--- config.mk ---
export PLATFORM = sky130hd
export DESIGN_NAME = ed_mem
export DESIGN_NICKNAME = d
export VERILOG_FILES = /design/src/sv/ed_mem.sv
export SDC_FILE = /design/constraint.sdc
export NUM_CORES = 2
export LEC_CHECK = 0
export BUFFER_PORTS_ARGS = -buffer_cell sky130_fd_sc_hd__buf_2
export CORE_ASPECT_RATIO = 0.7
export CORE_UTILIZATION = 35
export CTS_BUF_LIST = sky130_fd_sc_hd__clkbuf_4 sky130_fd_sc_hd__clkbuf_8
export CTS_CLUSTER_SIZE = 28
export DETAILED_ROUTE_END_ITERATION = 8
export GPL_ROUTABILITY_DRIVEN = 0
export PLACE_DENSITY = 0.61
export SETUP_SLACK_MARGIN = 0.3
export SYNTH_ARGS = -nofsm -noshare
export SYNTH_HDL_FRONTEND = slang
export SYNTH_SLANG_ARGS = --single-unit
--- constraint.sdc ---
create_clock -name clk_i -period 2.3 [get_ports clk_i]
set_input_delay 0.23 -clock clk_i [delete_from_list [all_inputs] [get_ports clk_i]]
set_output_delay 0.23 -clock clk_i [all_outputs]
set_load 0.02 [all_outputs]
--- src/sv/ed_mem.sv ---
// ----------------------------------------------------------------------------
// ed_mem: simple dual-port memory
// One write port and one read port with registered read data.
// ----------------------------------------------------------------------------
`default_nettype none

module ed_mem #(
  parameter int unsigned W     = 8,
  parameter int unsigned DEPTH = 256,
  parameter int unsigned AW    = 8
) (
  input  wire logic          clk_i,
  input  wire logic          we_i,
  input  wire logic [AW-1:0] waddr_i,
  input  wire logic [W-1:0]  wdata_i,
  input  wire logic [AW-1:0] raddr_i,
  output logic      [W-1:0]  rdata_o
);

  logic [W-1:0] mem_q [DEPTH];

  always_ff @(posedge clk_i) begin
    if (we_i) begin
      mem_q[waddr_i] <= wdata_i;
    end
  end

  always_ff @(posedge clk_i) begin
    rdata_o <= mem_q[raddr_i];
  end

endmodule

`default_nettype wire

==> run metrics <==
status=finished clean; Power Dens Cells=786 mW/mm2; Worst path slowest cell=nor4_4; Worst path most repeated cell=buf_4; critical-path maximum fanout=1; per-cell routed wire length=27.6 um; final wirelength=217 mm; CP Cell Sequence=mux4_2 > a22oi_1 > buf_4 > a21oi_4 > nor4_4 > buf_4 > nor4_2; WS Path Type=reg -> reg; CTS tree=yes; initial antenna violation count=14; mean post-synth cell area=21.3 um2; RSZ-0062 raised after global routing=true; Worst Setup End Kind=flip-flop; Pins Over Slew Limit=0; Gate Count Post-Synth=3,733; Fillers=19,600; Ys Warns=0; total power=75.2 mW; Synth cell types=55; fraction of registers with async set/reset=0%; via count=42,500; DR vias/cell=5.41; vias in the first global route=42,000; sequential element share of the synthesized area=77.5%; worst hold endpoint=mem_q[190][2]; Final Skew=0.0755 ns; count of input and output buffers=33; Crit path largest cell delay=0.59 ns; final hold viol count=0; layout cell share with drive strength beyond 1=37.6%; Setup TNS=0 ns; Max Freq=436 MHz; WP data arrival=3.08 ns; VDD IR max=438 uV; R2R cell count=7; Detail Placement HPWL=145 mm; Clock Path Buffers=4; row count=146; synthesized area=0.0796 mm2; Crit Reg-Reg Startpoint=mem_q[203][0]; worst min path class=in -> reg; Startpoint Class=flip-flop; postcts setup bufs=0; final period utilization=99.7%; P_leak=30.9 nW; worst-margin pin slew=0.901 ns; core area=0.226 mm2; CTS Buf Count=301; # DRC=0; Max-Cap Viols=0; syn_nets=3,759; post-layout util=42.3%; Sequential Power Share=55.0%; setup ws final=0.00585 ns; Comb pwr share=6.4%; Post-synth top flop=edfxtp_1; drt pass-1 iters=6; #FFs+latches synth=2,056; All-Layer GR Usage=18.7%; die width=572 um; Tmin final=2.29 ns; Post-synth EDFFs=2,048; Clock Sinks=2,056; die area=0.229 mm2; CTS clk-pin slew, worst paths=0.07 ns; CP required=3.08 ns; antenna viol nets, final=0; hold path depth=4; switch share=22.6%; Internal Power=58.2 mW; # IOs=34; die height=401 um; Clk pwr share=38.6%; Iter 0 DRT Violations=6,200; worst skew pair latency=0.92 ns; largest net degree at the start of global routing=91; GRT overflow=0; H-tree Lvls=5; Area Growth Syn to Fin=20.2%; HP Start=waddr_i[4]; DP Area=0.0891 mm2; first-pass GRT wire length=308 mm; reg2reg setup slack=0.006 ns; Sw Pwr=17.0 mW; Initial Utilization=35.2%; setup violators final=0; reg2reg end=rdata_o[0]; slew margin rel.=39.9%; layout net count=4,625; pre-CTS setup slack=-1.35 ns; Root Buffer=clkbuf_8; fin area=0.0956 mm2
cells in the final DEF (no fill, tap or decap), drive strengths merged, types with 10 or more instances in the layout:
cell type | synthesis | routed
o211ai | 10 | 10
a211oi | 16 | 16
a221oi | 14 | 14
a22oi | 133 | 133
nand2 | 33 | 33
clkbuf | 111 | 413
nor2 | 282 | 282
o22ai | 28 | 28
edfxtp | 2048 | 2048
mux2i | 134 | 134
o221ai | 47 | 47
nor2b | 31 | 31
buf | 122 | 780
o21ai | 12 | 12
mux4 | 456 | 456
nor4 | 27 | 27
clkinv | 1 | 91
dlygate4sd3 | 0 | 13
nand3 | 34 | 34
nor3 | 22 | 22
nand4 | 10 | 10
a21oi | 96 | 96
worst max-delay path: cells and delay by family (launching register included):
kind	cells	cell delay, ns
mux	1	0.51
flops	1	0.36
compound gates	2	0.25
buf+inv	2	0.40
simple gates	2	0.64
per-layer routing:
layer | track usage (%) | vias up | share of wire, %
li1 | - | 17500 | -
met1 | 29.7 | 22400 | 45
met2 | 25.3 | 2312 | 42
met3 | 4.85 | 319 | 11
met4 | 4.51 | 0 | 2.3
met5 | 0 | - | 0
state kept, by name, summed over array words and instances (netlist names):
| register | count |
|---|---|
| mem_q | 2048 |
| rdata_o | 8 |
cell type report:
| cell class | instances | area [um2] | share of cell area (%) |
|---|---|---|---|
| antenna | 3 | 7.51 | 0.00785 |
| multi-input combinational | 1442 | 17200 | 17.9 |
| clock buffer | 410 | 5020 | 5.25 |
| inverter | 2 | 7.51 | 0.00785 |
| timing repair buffer | 796 | 7240 | 7.58 |
| sequential | 2056 | 61700 | 64.5 |
| clock inverter | 112 | 723 | 0.756 |
| tap | 3034 | 3800 | 3.97 |
worst max-delay path by stage:
stage | depth (start not counted) | slack, ns | startpoint | endpoint
CTS | 7 | 0.03 | mem_q[203][0] | rdata_o[0]
floorplan | 9 | 0.25 | raddr_i[0] | rdata_o[0]
finish | 7 | 0.006 | mem_q[203][0] | rdata_o[0]
detailed placement | 9 | -1.35 | raddr_i[0] | rdata_o[0]
global route | 7 | -0.05 | mem_q[203][0] | rdata_o[0]
global placement | 10 | -1.34 | raddr_i[0] | rdata_o[0]
repair_timing:
action / 4_1_cts / 5_1_grt
resized for setup: 63 / 36
pin swaps: 24 / 15
endpoints found under the hold margin: 558 / 0
setup endpoints to repair: 10 / 8
hold buffers: 13 / 0
stage by stage:
stage	hold slack (ns)	cells
3_3_place_gp	0.691	7317
4_1_cts	0.0120	7852
6_report	0.0922	7855
5_1_grt	0.0857	7853
3_5_place_dp	0.699	7317
2_1_floorplan	0.329	3733
cell families (layout without fill, tap and decap cells):
| logic type | after synthesis | in the layout | synth area share [%] |
|---|---|---|---|
| compound gates | 385 | 385 | 3.42 |
| buf+inv | 235 | 1320 | 1.83 |
| flops | 2056 | 2056 | 77.5 |
| mux | 591 | 591 | 14.6 |
| simple gates | 466 | 466 | 2.63 |
| other cells | 0 | 3 | 0 |
power groups by stage:
stage | registers (mW) | logic [mW] | clock network (mW)
CTS | 41.4 | 4.71 | 29.5
floorplan | 42.2 | 2.07 | 0
finish | 41.4 | 4.78 | 29.0
global placement | 42.2 | 4.53 | 0
detailed placement | 42.2 | 4.58 | 0
global route | 41.3 | 5.00 | 31.1
cell usage after synthesis (13+ instances only):
cell type / n / share of area, %
buf_4: 27 / 0.25
a21oi_1: 96 / 0.60
clkbuf_1: 111 / 0.52
buf_2: 31 / 0.20
a22oi_1: 133 / 1.3
nor4_1: 24 / 0.19
mux2i_1: 134 / 1.7
nor2b_1: 31 / 0.24
o22ai_1: 28 / 0.22
buf_1: 22 / 0.10
nor3_1: 22 / 0.14
nand3_1: 34 / 0.21
nand2_1: 33 / 0.16
buf_8: 13 / 0.25
a221oi_1: 13 / 0.14
edfxtp_1: 2048 / 77
mux4_2: 454 / 13
a211oi_1: 16 / 0.15
o221ai_1: 46 / 0.51
nor2_1: 282 / 1.3
buf_6: 21 / 0.30
Note: power is estimated with default switching activity, not from simulation.
