$ cat src/sv/ed_pkg.sv
// ----------------------------------------------------------------------------
// ed_pkg: shared definitions for the edit distance engine
// Field widths, request kinds, sequencer states and the default word length.
// ----------------------------------------------------------------------------
`default_nettype none

package ed_pkg;

  localparam int unsigned MAX_LEN_DEF = 256;
  localparam int unsigned SYM_W       = 8;
  localparam int unsigned DIST_W      = 9;
  localparam int unsigned OUT_DATA_W  = 16;

  localparam logic OP_LOAD  = 1'b0;
  localparam logic OP_FIRST = 1'b1;

  typedef enum logic [1:0] {
    ST_IDLE,
    ST_RUN,
    ST_OUT
  } state_e;

endpackage

`default_nettype wire

$ cat src/sv/ed_cell.sv
// ----------------------------------------------------------------------------
// ed_cell: shared cell update unit
// Computes one entry of the new row from its left, diagonal and upper
// neighbors and the match of the two characters.
// ----------------------------------------------------------------------------
`default_nettype none

module ed_cell #(
  parameter int unsigned VW = 9
) (
  input  wire logic [ed_pkg::SYM_W-1:0] sym_i,
  input  wire logic [ed_pkg::SYM_W-1:0] pat_i,
  input  wire logic [VW-1:0]            left_i,
  input  wire logic [VW-1:0]            diag_i,
  input  wire logic [VW-1:0]            up_i,
  output logic      [VW-1:0]            val_o
);

  logic [VW-1:0] best;

  always_comb begin
    best = left_i;
    if (diag_i < best) best = diag_i;
    if (up_i < best) best = up_i;
    if (sym_i == pat_i) begin
      val_o = diag_i;
    end else begin
      val_o = best + VW'(1);
    end
  end

endmodule

`default_nettype wire

$ cat config.mk
export PLATFORM = sky130hd
export DESIGN_NAME = ed_cell
export DESIGN_NICKNAME = d
export VERILOG_FILES = /design/src/sv/ed_pkg.sv /design/src/sv/ed_cell.sv
export SDC_FILE = /design/constraint.sdc
export NUM_CORES = 1
export LEC_CHECK = 0
export BUFFER_PORTS_ARGS = -buffer_cell sky130_fd_sc_hd__buf_2
export CORE_MARGIN = 4
export CORE_UTILIZATION = 45
export DETAILED_ROUTE_END_ITERATION = 12
export GPL_ROUTABILITY_DRIVEN = 0
export PLACE_DENSITY = 0.74
export SYNTH_ARGS = -nofsm -noshare
export SYNTH_HDL_FRONTEND = slang
export SYNTH_SLANG_ARGS = --single-unit
$ cat constraint.sdc
create_clock -name vclk -period 11.5
set_input_delay 3.45 -clock vclk [all_inputs]
set_output_delay 3.45 -clock vclk [all_outputs]
set_load 0.1 [all_outputs]
==> impl_metrics.tcl, run 1 <==
set metrics [dict create \
    outcome "finished, final reports clean" \
    peakVddDrop_mv 0.0666 \
    crit_type "in2out" \
    drt_iter0_markers 38 \
    ant_nets 0 \
    port_buffers 52 \
    hp-start "diag_i[6]" \
    hpwl_mm 2.74 \
    area_growth_pct 35.1 \
    syn-mean-instance-area_um2 7.52 \
    nets 258 \
    routed_wl_mm 3.22 \
    fin_crit_ns 11.18 \
    synth_largest_area_cell "ha_1" \
    p_leak_nw 0.765 \
    hold_class "in2out" \
    critPathMaxFanout 10 \
    m1WireLength_mm 1.40 \
    gr-total-overflow 0 \
    fin_tns_setup_ns 0 \
    max_freq_mhz 89.4 \
    core_um2 2250 \
    maxCapViolCount 0 \
    required_ns 8.05 \
    fill_cells 211 \
    holdPathEnd "val_o[6]" \
    drc_errors 0 \
    synth_compound_area_share_pct 16.9 \
    final_max_slew_viol_count 0 \
    wl_per_cell_um 14.3 \
    num_vias 1245 \
    diodes 0 \
    tightest_slew_ns 0.565 \
    dp_cells 224 \
    wl_met3_um 181 \
    multi_input_area_um2 1060 \
    route.met2.wl_mm 1.62 \
    synth_xor_area_share_pct 16.1 \
    viasPerCell 5.53 \
    grt_max_degree 16 \
    track_usage_pct 19.2 \
    yosysMostFrequentCell "mux2i_1" \
    grt_antenna_before_repair 0 \
    rsz0062_at_grt "no" \
    ys_top_cells_by_area "ha_1, mux2i_1, xor2_1" \
    drive_gt1_share_pct 35.0 \
    finalCritPeriodShare_pct 97.2 \
    grt_pass1_vias 1237 \
    num_io_pins 52 \
    muxShareOfSynthArea_pct 19.0 \
    crit_path_end_kind "output port" \
    syn_inst 145 \
    synthTopCellsByCount "mux2i_1, ha_1, nand2_1, xor2_1" \
    die_area_um2 3280 \
    whs_path_depth 4 \
    synth.cell_area_um2 1090 \
    synth_fp_nets 204 \
    synthDistinctLibCells 35 \
    drt_first_pass_iters 4 \
    slew_headroom_pct 61.3 \
    synth_top_cell_area_share_pct 18.3 \
    yosys_warnings 0 \
    powerDensity_nw_per_um2 110 \
    die_h_um 57.2 \
    synth_top_family_by_area "simple AND/OR/NAND/NOR gates" \
    synth-seq-area-share_pct 0 \
    arrival_ns 7.73 \
    start_util_pct 48.4 \
    synthSimpleGateAreaFrac_pct 23.5 \
    top_layer "met4" \
    nClkBuffers 0 \
    die_x_um 57.2 \
    layout.area.seq_um2 0 \
    rows 17 \
    hold_viol_final 0 \
    grt_pass1_wl_mm 5.26 \
    instances_no_fill 225 \
    seq_cell_count 0 \
    yosys.area_share.adder_pct 18.3 \
    start_kind "input port" \
    power_w 0.000161 \
    final-setup-viol-count 0 \
]
## critical path, stage by stage
cell and delay, ns:
buf_2 0.13, inv_1 0.05, ha_1 0.30, a211oi_1 0.33, nor3_2 0.10, a211oi_4 0.29, buf_4 0.20, mux2i_2 0.30
ha_1 0.31, a21oi_1 0.18, o21ai_1 0.13, a211o_1 0.24, a21oi_1 0.14, a2bb2oi_2 0.09, mux2_4 0.31, ha_2 0.23
or3_1 0.39, a21oi_1 0.24, nor3_4 0.05, clkbuf_4 0.28
## how the worst max path moves through the flow
stage,from,to,slack [ns],cells after the start
after floorplan,left_i[2],val_o[6],-0.36,22
after CTS,left_i[2],val_o[2],0.08,21
after global routing,left_i[2],val_o[8],0.02,22
after detailed placement,left_i[2],val_o[2],0.07,22
final,left_i[2],val_o[2],0.32,20
after global placement,left_i[2],val_o[2],0.34,21
## area by class of cell
cell class	count	area share [%]
Inverter	11	2.80
Multi-Input combinational cell	130	71.9
Tap cell	28	2.38
Timing Repair Buffer	56	22.9
## where the power goes
part	internal (W)	leakage (nW)	switching, W
Clock	0	0	0
Sequential	0	0	0
Combinational	0.0000531	0.765	0.000108
Total	0.0000531	0.765	0.000108
## placed cells by master (no fill, tap or decap), types with 4 or more instances in the layout
master,n
nor2_1,6
xor2_1,12
mux2i_1,13
o21ai_1,4
buf_4,4
buf_2,48
xnor2_1,8
a21oi_1,10
inv_1,11
ha_1,15
nand2_1,13
nand3_1,9
and3_1,5
## kinds of logic after synthesis
group                    count (synthesis)
AO/OA/AOI/OAI                           26
AND/OR/NAND/NOR                         48
buffers and inverters                   15
multiplexers                            20
adder cells (fa/ha/maj)                 16
XOR/XNOR                                20
## repair_timing
action                                 CTS  global route
setup buffers                            0             1
setup endpoints to repair                0             4
hold buffers                             0             0
endpoints found under the hold margin    0             0
gates resized for setup                  0             8
## metrics by stage
stage | area, um^2 | hold slack (ns) | util (%) | setup slack (ns)
floorplan | 1100 | 7.21 | - | -0.360
detailed placement | 1440 | 7.36 | 63.8 | 0.0703
global placement | 1440 | 7.35 | 63.8 | 0.340
CTS | 1440 | 7.36 | 63.8 | 0.0834
global route | 1470 | 7.40 | 65.4 | 0.0205
finish | 1470 | 7.36 | 65.4 | 0.317
## metal layers
layer	track usage (%)	up-vias
met1	24.2	571
met5	0	-
met3	1.58	2
met4	2.65	0
met2	35.7	40
li1	-	632
Power figures use the tool's default switching activity.
==> inputs of run 2 (changes only) <==
ABC_AREA = 1   (was default)
==> run 2 against run 1 <==
Setup slack better by 0.58 ns. Global-route usage is 2.5 points lower. Cell area is 5.7% lower. Core utilization is 4.3 points lower. Final cell count is 25% higher. Worst hold slack better by 0.029 ns. Combinational power is 4% higher. Via count is 7.1% higher. First-iteration DRC count is 21% lower. Critical path type unchanged. Critical endpoint is now val_o[4]. Largest cell class unchanged. Largest power group unchanged.
==> impl_metrics.tcl, run 2 <==
set metrics [dict create \
    drive_gt1_share_pct 28.9 \
    endpoint "val_o[4]" \
    die_h_um 57.5 \
    synth.cell_area_um2 1100 \
    drt_iter0_markers 30 \
    synth_top_cell_area_share_pct 24.1 \
    critPathMaxFanout 16 \
    final_max_slew_viol_count 0 \
    tightest_slew_ns 0.637 \
    die_x_um 57.5 \
    area_growth_pct 26.0 \
    synthDistinctLibCells 26 \
    viasPerCell 4.74 \
    peakVddDrop_mv 0.105 \
    layout_commonest_cell "nand2_1" \
    num_io_pins 52 \
    hpwl_mm 2.54 \
    num_vias 1333 \
    grt_max_degree 17 \
    rsz0062_at_grt "no" \
    cts_resized 0 \
    grt_pass1_vias 1163 \
    track_usage_pct 16.7 \
    cts_hold_buf 0 \
    crit_path_start "left_i[4]" \
    crit_type "in2out" \
    synth_largest_area_cell "nand2_1" \
    fin_crit_ns 10.60 \
    fin_tns_setup_ns 0 \
    hold_viol_final 0 \
    diodes 0 \
    final-setup-viol-count 0 \
    outcome "finished, final reports clean" \
    ys_top_cells_by_area "nand2_1, ha_1, inv_1" \
    powerDensity_nw_per_um2 121 \
    required_ns 8.05 \
    wl_per_cell_um 9.79 \
    p_leak_nw 0.882 \
    die_area_um2 3310 \
    grt_pass1_wl_mm 4.69 \
    synth_fp_nets 262 \
    instances_no_fill 281 \
    drt_first_pass_iters 4 \
    yosys_warnings 0 \
    rows 17 \
    hold_class "in2out" \
    cts_setup_buffers 0 \
    maxCapViolCount 0 \
    layout.area.seq_um2 0 \
    start_util_pct 48.5 \
    synthTopCellsByCount "nand2_1, inv_1, nand3_1, ha_1" \
    gr-total-overflow 0 \
    core_um2 2280 \
    nets 314 \
    port_buffers 52 \
    synth-seq-area-share_pct 0 \
    dp_cells 281 \
    grt_antenna_before_repair 0 \
    arrival_ns 7.15 \
    crit_path_end_kind "output port" \
    max_freq_mhz 94.3 \
    yosysMostFrequentCell "nand2_1" \
    ant_nets 0 \
    seq_cell_count 0 \
    syn-mean-instance-area_um2 5.44 \
    nClkBuffers 0 \
    slew_headroom_pct 57.4 \
    start_kind "input port" \
    drc_errors 0 \
    final_cell_mix "nand2_1, buf_2, inv_1" \
    fill_cells 255 \
    syn_inst 203 \
    finalCritPeriodShare_pct 92.2 \
    routed_wl_mm 2.75 \
]
[run 2: cell type report]
cell class,count,area (um^2),area share (%)
inverters,38,143,10.3
multi-input cells,163,952,68.5
well taps,28,35.0,2.52
repair buffers,52,260,18.7
[run 2: routing by layer]
layer / wire, um / GRT usage (%) / up-vias
met4: 0 / 0 / 0
li1: - / - / 741
met1: 1320 / 23.1 / 559
met2: 1270 / 29.7 / 33
met3: 160 / 1.13 / 0
met5: 0 / 0 / -
[run 2: power by group]
group	internal, W	total, W	switching (W)
sequential	0	0	0
clock	0	0	0
combinational	0.0000391	0.000168	0.000129
total	0.0000391	0.000168	0.000129
[run 2: metrics by stage]
stage,utilization (%),instance area (um^2),total power (W),setup slack (ns),hold WS [ns]
floorplan,-,1100,0.000138,0.0874,7.34
CTS,61.1,1390,0.000169,0.908,7.40
finish,61.1,1390,0.000168,0.901,7.39
global placement,61.1,1390,0.000168,0.987,7.40
global route,61.1,1390,0.000182,0.412,7.43
detailed placement,61.1,1390,0.000168,0.921,7.40
[run 2: logic make-up (layout without fill, tap and decap cells)]
family | count (synthesis) | count (layout) | synth area share, %
xor gates and xnor gates | 8 | 8 | 6.35
and+or+nand+nor | 120 | 120 | 50.8
AOI/OAI and AO/OA | 19 | 19 | 11.0
buffers and inverters | 40 | 90 | 13.7
adders and majority gates | 16 | 16 | 18.1
[run 2: worst min-delay path by stage]
| stage | start | end | slack (ns) | depth (start not counted) |
|---|---|---|---|---|
| final | diag_i[8] | val_o[8] | 7.39 | 4 |
| after global routing | diag_i[5] | val_o[5] | 7.43 | 4 |
| after CTS | diag_i[8] | val_o[8] | 7.40 | 4 |
| after detailed placement | diag_i[8] | val_o[8] | 7.40 | 4 |
| after global placement | diag_i[8] | val_o[8] | 7.40 | 4 |
| after floorplan | diag_i[3] | val_o[3] | 7.34 | 2 |
[run 2: worst max-delay path, stage by stage]
cell and delay [ns]:
buf_2 0.09, inv_1 0.04, ha_1 0.29, nand2_1 0.09, inv_1 0.04, nand2_1 0.05, nand2_1 0.05, nand2_1 0.13
nand3_4 0.17, o21ai_0 0.24, inv_1 0.07, ha_1 0.29, a21oi_1 0.13, nor3_1 0.06, a211oi_2 0.51, nand2_4 0.17
nand2_1 0.10, nand2_1 0.09, ha_1 0.23, nand2_1 0.11, nor2_2 0.06, nand2_1 0.05, nand3_1 0.09, o21ai_1 0.09
buf_2 0.45
